===== src/rtl/u8u16_pkg.sv =====
package u8u16_pkg;

	localparam logic [15:0] REPL_UNIT = 16'hFFFD;
	localparam logic [20:0] CP_MAX    = 21'h10FFFF;
	localparam logic [20:0] SURR_LO   = 21'h00D800;
	localparam logic [20:0] SURR_HI   = 21'h00DFFF;
	localparam logic [20:0] BMP_MAX   = 21'h00FFFF;
	localparam logic [20:0] SUPP_BASE = 21'h010000;
	localparam logic [5:0]  HI_PREFIX = 6'b110110;
	localparam logic [5:0]  LO_PREFIX = 6'b110111;

	// pending bytes, entry 0 is the oldest (the current lead)
	typedef logic [3:0][7:0] pend_t;

	// what the decode unit decides for the current lead
	typedef enum logic [2:0] {
		ACT_WAIT,
		ACT_BAD,
		ACT_CUT,
		ACT_ONE,
		ACT_PAIR
	} act_t;

	typedef struct packed {
		act_t        act;
		logic [2:0]  len;
		logic [15:0] unit_hi;
		logic [15:0] unit_lo;
	} dec_t;

	// sequence length announced by a lead byte, 0 for an invalid lead
	function automatic logic [2:0] lead_len(input logic [7:0] c);
		logic [2:0] n;
		n = 3'd0;
		if (c <= 8'h7F) n = 3'd1;
		else if (c >= 8'hC2 && c <= 8'hDF) n = 3'd2;
		else if (c >= 8'hE0 && c <= 8'hEF) n = 3'd3;
		else if (c >= 8'hF0 && c <= 8'hF4) n = 3'd4;
		return n;
	endfunction

endpackage


===== src/rtl/utf8_to_utf16_transcoder.sv =====
// Flow: an item is taken in ST_IDLE, then the decode unit runs one step per cycle on
// the oldest pending byte while the output is free; each step gives at most one unit,
// and the low surrogate of a pair is sent from ST_LO after the high one.
// No new item is taken until the buffered bytes are decoded or wait for more bytes,
// since the single decode unit serves them all; a stalled receiver holds this up.
// Reset (arst_n low, asynchronous) empties the byte buffer and the output register.
module utf8_to_utf16_transcoder import u8u16_pkg::*; (
	input  logic        clk,
	input  logic        arst_n,
	input  logic        in_valid,
	output logic        in_stall,
	input  logic [7:0]  in_byte,
	input  logic        in_last,
	output logic        out_valid,
	input  logic        out_stall,
	output logic [15:0] code_unit,
	output logic        unit_last
);

	typedef enum logic [1:0] {
		ST_IDLE,
		ST_STEP,
		ST_LO
	} state_t;

	state_t      state_q;
	pend_t       pend_q;
	logic [2:0]  cnt_q;
	logic        last_q;
	logic [15:0] lo_q;
	logic        out_valid_q;
	logic [15:0] unit_q;
	logic        unit_last_q;

	dec_t        dec;
	logic        out_free;
	logic        out_load;
	logic [2:0]  rem;

	u8u16_decode u_decode (
		.pend (pend_q),
		.cnt  (cnt_q),
		.last (last_q),
		.dec  (dec)
	);

	assign out_free  = !out_valid_q || !out_stall;
	assign rem       = cnt_q - dec.len;
	assign in_stall  = (state_q != ST_IDLE);
	assign out_valid = out_valid_q;
	assign code_unit = unit_q;
	assign unit_last = unit_last_q;

	// a unit enters the output register this cycle
	assign out_load  = out_free && (state_q == ST_LO || (state_q == ST_STEP &&
		(dec.act == ACT_CUT || dec.act == ACT_BAD || dec.act == ACT_ONE ||
		dec.act == ACT_PAIR)));

	// sequencer, byte buffer and output register
	always_ff @(posedge clk or negedge arst_n) begin
		if (!arst_n) begin
			state_q     <= ST_IDLE;
			cnt_q       <= '0;
			out_valid_q <= 1'b0;
		end else begin
			if (out_load) out_valid_q <= 1'b1;
			else if (!out_stall) out_valid_q <= 1'b0;
			case (state_q)
				ST_IDLE: begin
					// append the item to the buffer
					if (in_valid) begin
						pend_q[cnt_q[1:0]] <= in_byte;
						cnt_q              <= cnt_q + 3'd1;
						last_q             <= in_last;
						state_q            <= ST_STEP;
					end
				end
				ST_STEP: begin
					case (dec.act)
						ACT_WAIT: begin
							state_q <= ST_IDLE;
						end
						ACT_CUT: begin
							if (out_free) begin
								unit_q      <= REPL_UNIT;
								unit_last_q <= 1'b1;
								cnt_q       <= '0;
								state_q     <= ST_IDLE;
							end
						end
						ACT_BAD: begin
							// replace the lead, replay the rest as new leads
							if (out_free) begin
								unit_q      <= REPL_UNIT;
								unit_last_q <= last_q && cnt_q == 3'd1;
								pend_q      <= pend_t'(pend_q >> 8);
								cnt_q       <= cnt_q - 3'd1;
								if (cnt_q == 3'd1) state_q <= ST_IDLE;
							end
						end
						ACT_ONE: begin
							if (out_free) begin
								unit_q      <= dec.unit_hi;
								unit_last_q <= last_q && rem == 3'd0;
								pend_q      <= pend_t'(pend_q >> {dec.len, 3'b000});
								cnt_q       <= rem;
								if (rem == 3'd0) state_q <= ST_IDLE;
							end
						end
						ACT_PAIR: begin
							// send the high surrogate, hold the low one
							if (out_free) begin
								unit_q      <= dec.unit_hi;
								unit_last_q <= 1'b0;
								lo_q        <= dec.unit_lo;
								pend_q      <= pend_t'(pend_q >> {dec.len, 3'b000});
								cnt_q       <= rem;
								state_q     <= ST_LO;
							end
						end
						default: begin
							state_q <= ST_IDLE;
						end
					endcase
				end
				ST_LO: begin
					if (out_free) begin
						unit_q      <= lo_q;
						unit_last_q <= last_q && cnt_q == 3'd0;
						state_q     <= (cnt_q == 3'd0) ? ST_IDLE : ST_STEP;
					end
				end
				default: begin
					state_q <= ST_IDLE;
				end
			endcase
		end
	end

	// buffer never overflows
	a_cnt_bound: assert property (@(posedge clk) disable iff (!arst_n)
		cnt_q <= 3'd4)
		else $error("pending byte count above four");

	// an item is taken only with room left in the buffer
	a_room: assert property (@(posedge clk) disable iff (!arst_n)
		!in_stall |-> cnt_q < 3'd4)
		else $error("item taken with a full buffer");

	// the unit after a high surrogate is a low surrogate
	a_lo_follows: assert property (@(posedge clk) disable iff (!arst_n)
		(state_q == ST_LO && out_free) |=> (out_valid && code_unit[15:10] == LO_PREFIX))
		else $error("low surrogate missing after high surrogate");

	// no string end is flagged while bytes remain buffered from that item
	a_last_empty: assert property (@(posedge clk) disable iff (!arst_n)
		(state_q != ST_IDLE && out_free) ##1 (out_valid && unit_last && $changed(unit_q)
			&& state_q == ST_IDLE) |-> cnt_q == 3'd0)
		else $error("final unit flagged with bytes still pending");

endmodule


===== src/rtl/u8u16_decode.sv =====
module u8u16_decode import u8u16_pkg::*; (
	input  pend_t      pend,
	input  logic [2:0] cnt,
	input  logic       last,
	output dec_t       dec
);

	logic [2:0]  len;
	logic        cont_ok;
	logic [20:0] cp;
	logic [20:0] cp_off;

	// classify the lead and check the continuation bytes it announces
	always_comb begin
		len = lead_len(pend[0]);
		cont_ok = 1'b1;
		for (int j = 1; j < 4; j++) begin
			if (3'(j) < len && pend[j][7:6] != 2'b10) cont_ok = 1'b0;
		end
	end

	// assemble the code point
	always_comb begin
		case (len)
			3'd1: cp = {13'd0, pend[0]};
			3'd2: cp = {10'd0, pend[0][4:0], pend[1][5:0]};
			3'd3: cp = {5'd0, pend[0][3:0], pend[1][5:0], pend[2][5:0]};
			3'd4: cp = {pend[0][2:0], pend[1][5:0], pend[2][5:0], pend[3][5:0]};
			default: cp = '0;
		endcase
		cp_off = cp - SUPP_BASE;
	end

	// pick the action and the units
	always_comb begin
		dec.len     = len;
		dec.unit_hi = REPL_UNIT;
		dec.unit_lo = {LO_PREFIX, cp_off[9:0]};
		if (len == 3'd0) begin
			dec.act = ACT_BAD;
		end else if (cnt < len) begin
			dec.act = last ? ACT_CUT : ACT_WAIT;
		end else if (!cont_ok || cp > CP_MAX || (cp >= SURR_LO && cp <= SURR_HI)) begin
			dec.act = ACT_BAD;
		end else if (cp <= BMP_MAX) begin
			dec.act     = ACT_ONE;
			dec.unit_hi = cp[15:0];
		end else begin
			dec.act     = ACT_PAIR;
			dec.unit_hi = {HI_PREFIX, cp_off[19:10]};
		end
	end

endmodule

===== config.mk =====
export PLATFORM = sky130hd
export DESIGN_NAME = utf8_to_utf16_transcoder
export DESIGN_NICKNAME = d
export VERILOG_FILES = /design/src/rtl/u8u16_pkg.sv /design/src/rtl/utf8_to_utf16_transcoder.sv /design/src/rtl/u8u16_decode.sv
export SDC_FILE = /design/constraint.sdc
export NUM_CORES = 1
export LEC_CHECK = 0
export BUFFER_PORTS_ARGS = -buffer_cell sky130_fd_sc_hd__buf_2
export CORE_MARGIN = 2
export CORE_UTILIZATION = 45
export DETAILED_ROUTE_END_ITERATION = 8
export GPL_TIMING_DRIVEN = 0
export PLACE_DENSITY_LB_ADDON = 0.2
export RECOVER_POWER = 25
export SYNTH_ARGS = -nofsm -noshare
export SYNTH_HDL_FRONTEND = slang
export SYNTH_HIERARCHICAL = 1
export SYNTH_SLANG_ARGS = --single-unit

===== constraint.sdc =====
create_clock -name clk -period 5.4 [get_ports clk]
set_input_delay 1.08 -clock clk [delete_from_list [all_inputs] [get_ports clk]]
set_output_delay 1.08 -clock clk [all_outputs]
set_load 0.02 [all_outputs]

# Yosys cells after proc, flatten, opt, wreduce, memory -nomap -nowiden
# Index checks and enable logic that the tools add are counted.
# Widths: inputs -> output; s select.
# word_totals
wordCells	157
reg_bits	66
input_bits	13
# classes
magnitude_cmp	17
n_mux	56
reduce_logical	39
eq_ne	29
add_sub_neg	4
n_shift	1
# ops
operator	n
$pmux 32 s2	2
$mux 16	7
$mux 32	3
$pmux 21 s4	1
$pmux 16 s2	2
$le 21x16->1 const B	2
$mux 3	12
$bwmux 32	1
$shr 32x6->32	1
$ge 8x8->1 const B	3
$le 8x8->1 const B	3
$ge 21x16->1 const B	1
$gt 21x21->1 const B	1
$ne 3x3->1 const B	7
$sub 20x17->20 const B	1
$mux 2	9
$reduce_and 6->1	3
$demux 8 s2	1
$reduce_and 8->1	2
$logic_and 1x1->1	13
$eq 3x2->1 const B	4
$mux 1	11
$ne 2x2->1 const B	5
$eq 3x1->1 const B	3
other kinds (31)	48

# Logic depth before layout (Yosys ltp)
# depth
ltp_word	25
depth_mapped	20

# By module
# The synthesis kept the hierarchy.
# by_module_without_submodules
module	area_each_um2	instances	cells_each
utf8_to_utf16_transcoder	3756.1	1	312
u8u16_decode	1380.1	1	202

# Worst setup path after synthesis
# OpenSTA, ideal clock, no wires.
# synth_path
path_kind	register to register
from	reg pend_q[1] (netlist name)
to	reg pend_q[0] (netlist name) (enable)
slack_ps	684
stages_incl_launch_ff	19
arrival_ps	4331
t_required_ps	5015
path_buffers	3
cell_sequence	edfxtp_1 buf_2 o21ai_2 nand3_2 inv_1 buf_2 buf_1 nand2_1 ha_1 nand2_1 a2111o_1 or4_1 o211ai_1 a211oi_4 nor2b_1 nor3b_2 o21ai_0 a211oi_1 nor3b_1
# synth_rtl
item	line	source
start, declared	utf8_to_utf16_transcoder.sv:27	pend_t pend_q;
start signal, assigned by index	utf8_to_utf16_transcoder.sv:72	pend_q[cnt_q[1:0]] <= in_byte;
start signal, assigned	utf8_to_utf16_transcoder.sv:96	pend_q <= pend_t'(pend_q >> 8);
start signal, assigned	utf8_to_utf16_transcoder.sv:105	pend_q <= pend_t'(pend_q >> {dec.len, 3'b000});

==> results.ini <==
[finish]
fin_nets = 590
area_growth_syn_to_layout_pct = 14.03
drive_above_1_share_pct = 16.93
post_layout_nonfiller_instances = 710
num-fill-cells = 999
final_core_utilization_pct = 51.96
final_design_area_no_fill_mm2 = 0.005857
insertedDiodeCount = 0

[grt]
grt_max_degree = 17
grt_antenna_before_repair = 0
number_of_global_route_vias_before_repair = 4204
globalRoute.totalOverflow = 0
first_pass_grt_wire_length_mm = 22.43
groute.usage.overall_pct = 22.92

[detailed_routing]
routed_wl_mm = 14.00
via_count = 4318
drc_errors = 0
drt_pass_1_iters = 5
postRouteAntennaNets = 0
viasPerCell = 6.082
wl_per_cell_um = 19.72
first_iter_violations = 313

[sta]
timing.final.crit_period_ns = 5.148
max_slew_margin_pct = 40.07
slew_violations = 0
report.final.hold_viol_count = 0
clk_skew_ns = 0.01156
final_setup_fails = 0
timing.final.crit_share_pct = 95.34
fmax_mhz = 194.2
timing_worst_slew_pin_value_ns = 0.8979

[clock_tree]
cts-root-buf = sky130_fd_sc_hd__clkbuf_16
clk_pin_slew_worst_paths_ns = 0.06
clock_sink_count = 72
insertion_delay_ns = 0.34
cts.htree.levels = 3
cts_tree = done
numCtsBuffers = 9
ctsLongestPathBuffers = 2

[floorplanning]
placeableCoreArea_mm2 = 0.01127
std_cell_rows = 39
ios = 32
floorplan.die.height_um = 110.8
initial_utilization_pct = 45.57
dieArea_mm2 = 0.01228
die_width_um = 110.8

[logic_synthesis]
most_frequently_used_cell_type_in_the_post_synthesis_netlist = sky130_fd_sc_hd__edfxtp_1
synth_seq_area_share_pct = 41.51
netlist_area_mm2 = 0.005136
netlist_top_cells_area = sky130_fd_sc_hd__edfxtp_1 (39%), sky130_fd_sc_hd__a221o_1 (5.5%), sky130_fd_sc_hd__ha_1 (3.4%), sky130_fd_sc_hd__and2_1 (3.3%), sky130_fd_sc_hd__nand2_1 (3.1%)
avgSynthCellArea_um2 = 9.993
synth_area_leader_cell = sky130_fd_sc_hd__edfxtp_1
synth.top_cells.by_count = sky130_fd_sc_hd__edfxtp_1 (66), sky130_fd_sc_hd__nand2_1 (43), sky130_fd_sc_hd__o21ai_0 (32), sky130_fd_sc_hd__a221o_1 (28), sky130_fd_sc_hd__nor2_1 (28)
synth.ff_latch_count = 72
synth-main-ff-cell = sky130_fd_sc_hd__edfxtp_1
synth_cells = 514
synth-warning-count = 6
count_of_flip_flops_with_a_built_in_enable_after_synthesis = 66
yosys.area.top_type_share_pct = 38.59
yosys.cell_types.count = 79
asyncSetResetFlopFracSynth_pct = 8.333

[flow_run]
max_cap_violations = 0

[setup_path]
startpoint_type = flip-flop
crit_type = reg -> reg
critical_path_arrival_ns = 5.20
worst_setup_path_end_kind = flip-flop
cp_max_fo = 14
cp_data_required_time_ns = 5.45
regToRegSetupSlack_ns = 0.25

[place]
numPortBuffers = 31
place.detailed.hpwl_mm = 10.28
gp_congestion = 0.8968
dpl-instance-area_mm2 = 0.005485
place.detailed.instances = 692

[power]
power.leakage_nw = 2.195
power_per_cell_area_mw_per_mm2 = 563.0
power.ir.vdd_worst_uv = 282.7

[hold_path]
worst_hold_path_type = reg -> reg

[outcome]
outcome = complete, no violations

==> layout make-up <==
class	instances	area [µm²]	share of cell area [%]
plain buffers	42	245.2	4.187
clock buffers	9	225.2	3.845
clock inverters	7	70.07	1.196
inverters	24	90.09	1.538
multi-input cells	380	2744	46.85
flip-flops and latches	72	2132	36.40
well taps	143	178.9	3.055
repair buffers	33	171.4	2.927
==> flip-flops by register name (all words and copies together) (netlist names) <==
| register | cells |
|---|---|
| lo_q | 16 |
| state_q | 2 |
| out_valid | 1 |
| last_q | 1 |
| code_unit | 16 |
| pend_q | 32 |
| cnt_q | 3 |
| unit_last | 1 |
==> cell families (layout without fill, tap and decap cells) <==
family	Yosys count	in the layout	synth area share, %
muxes	19	19	3.922
DFF	72	72	41.51
xor gates and xnor gates	6	6	1.291
adders and majority gates	15	15	3.800
other	2	6	0.1462
AOI/OAI and AO/OA	145	145	21.34
buffers and inverters	66	115	6.529
and+or+nand+nor	189	189	21.46
==> metal layers <==
metal	track usage, %	vias up	share of wire (%)	routed length (µm)
li1	-	2030	-	-
met3	4.210	13	5.9	832
met5	0	-	0	0
met1	30.61	2117	44	6143
met2	38.45	158	49	6878
met4	6.167	0	1.0	146
==> path summary, 6_finish.rpt <==
kind / start / cells after the start / end
worst max-delay path: pend_q[0]$_DFFE_PP_ / 19 / pend_q[6]$_DFFE_PP_
worst min-delay path: lo_q[1]$_DFFE_PP_ / 2 / code_unit[1]$_DFFE_PP_
worst max register to register: pend_q[0]$_DFFE_PP_ / 19 / pend_q[6]$_DFFE_PP_
worst min register to register: lo_q[1]$_DFFE_PP_ / 2 / code_unit[1]$_DFFE_PP_
max in group asynchronous: arst_n / 1 / cnt_q[1]$_DFFE_PN0P_
min in group asynchronous: arst_n / 1 / state_q[0]$_DFFE_PN0P_
==> worst max-delay path: stages, from the launching register on <==
cell	delay (ns)
sky130_fd_sc_hd__edfxtp_1	0.37
sky130_fd_sc_hd__buf_2	0.20
sky130_fd_sc_hd__o21ai_2	0.28
sky130_fd_sc_hd__nand3_2	0.13
sky130_fd_sc_hd__inv_1	0.11
sky130_fd_sc_hd__buf_2	0.27
sky130_fd_sc_hd__buf_2	0.32
sky130_fd_sc_hd__nand2_1	0.15
sky130_fd_sc_hd__ha_1	0.27
sky130_fd_sc_hd__nand2_1	0.12
sky130_fd_sc_hd__a2111o_1	0.12
sky130_fd_sc_hd__or4_1	0.11
sky130_fd_sc_hd__o211ai_1	0.16
sky130_fd_sc_hd__a211oi_4	0.47
sky130_fd_sc_hd__nor2b_2	0.36
sky130_fd_sc_hd__nor3b_4	0.35
sky130_fd_sc_hd__o21ai_0	0.17
sky130_fd_sc_hd__a211oi_2	0.41
sky130_fd_sc_hd__nor3b_4	0.31
sky130_fd_sc_hd__buf_12	0.16
==> power by group <==
part	internal, mW	switching [mW]
clock	0.358	0.242
combinational	0.692	1.00
sequential	0.845	0.157
==> through the flow <==
| step | TNS (ns) | power (mW) | worst slack [ns] | hold slack (ns) |
|---|---|---|---|---|
| 2_1_floorplan | 0 | 2.199 | 0.6839 | 0.4963 |
| 3_3_place_gp | -15.95 | 2.604 | -0.6574 | 0.5120 |
| 3_5_place_dp | -20.43 | 2.631 | -0.6923 | 0.5242 |
| 4_1_cts | 0 | 3.257 | 0.001580 | 0.5398 |
| 5_1_grt | -0.01260 | 3.511 | -0.003089 | 0.5790 |
| 6_report | 0 | 3.298 | 0.2517 | 0.5321 |
==> cell usage in the layout, fill, tap and decap left out, types with 4 or more instances in the layout <==
| cell type | Yosys | layout |
|---|---|---|
| sky130_fd_sc_hd__nor2b_1 | 23 | 22 |
| sky130_fd_sc_hd__nand2_1 | 43 | 43 |
| sky130_fd_sc_hd__nand4_1 | 11 | 11 |
| sky130_fd_sc_hd__conb_1 | 2 | 6 |
| sky130_fd_sc_hd__edfxtp_1 | 66 | 66 |
| sky130_fd_sc_hd__o21ai_0 | 32 | 32 |
| sky130_fd_sc_hd__and2_1 | 27 | 27 |
| sky130_fd_sc_hd__clkbuf_16 | 0 | 9 |
| sky130_fd_sc_hd__and3b_1 | 8 | 8 |
| sky130_fd_sc_hd__a22o_1 | 14 | 14 |
| sky130_fd_sc_hd__a31oi_1 | 9 | 9 |
| sky130_fd_sc_hd__inv_1 | 24 | 24 |
| sky130_fd_sc_hd__nand3b_1 | 5 | 5 |
| sky130_fd_sc_hd__ha_1 | 14 | 14 |
| sky130_fd_sc_hd__clkbuf_1 | 11 | 31 |
| sky130_fd_sc_hd__o211ai_1 | 4 | 4 |
| sky130_fd_sc_hd__buf_2 | 16 | 28 |
| sky130_fd_sc_hd__a21oi_1 | 13 | 12 |
| sky130_fd_sc_hd__buf_6 | 4 | 4 |
| sky130_fd_sc_hd__nand2b_1 | 7 | 7 |
| sky130_fd_sc_hd__dfrtp_1 | 6 | 6 |
| sky130_fd_sc_hd__nand3_1 | 4 | 4 |
| sky130_fd_sc_hd__buf_4 | 10 | 10 |
| sky130_fd_sc_hd__nor2_1 | 28 | 26 |
| sky130_fd_sc_hd__a311oi_1 | 4 | 4 |
| sky130_fd_sc_hd__a221o_1 | 28 | 28 |
| sky130_fd_sc_hd__a22oi_1 | 6 | 6 |
| sky130_fd_sc_hd__mux2_2 | 9 | 9 |
| sky130_fd_sc_hd__mux2i_1 | 10 | 9 |
==> repair_timing <==
item,4_1_cts,5_1_grt
buffers inserted,0,2
pin swaps,0,1
setup endpoints to repair,64,89
hold buffers,0,0
resized for setup,7,8
Note: power is estimated with default switching activity, not from simulation.
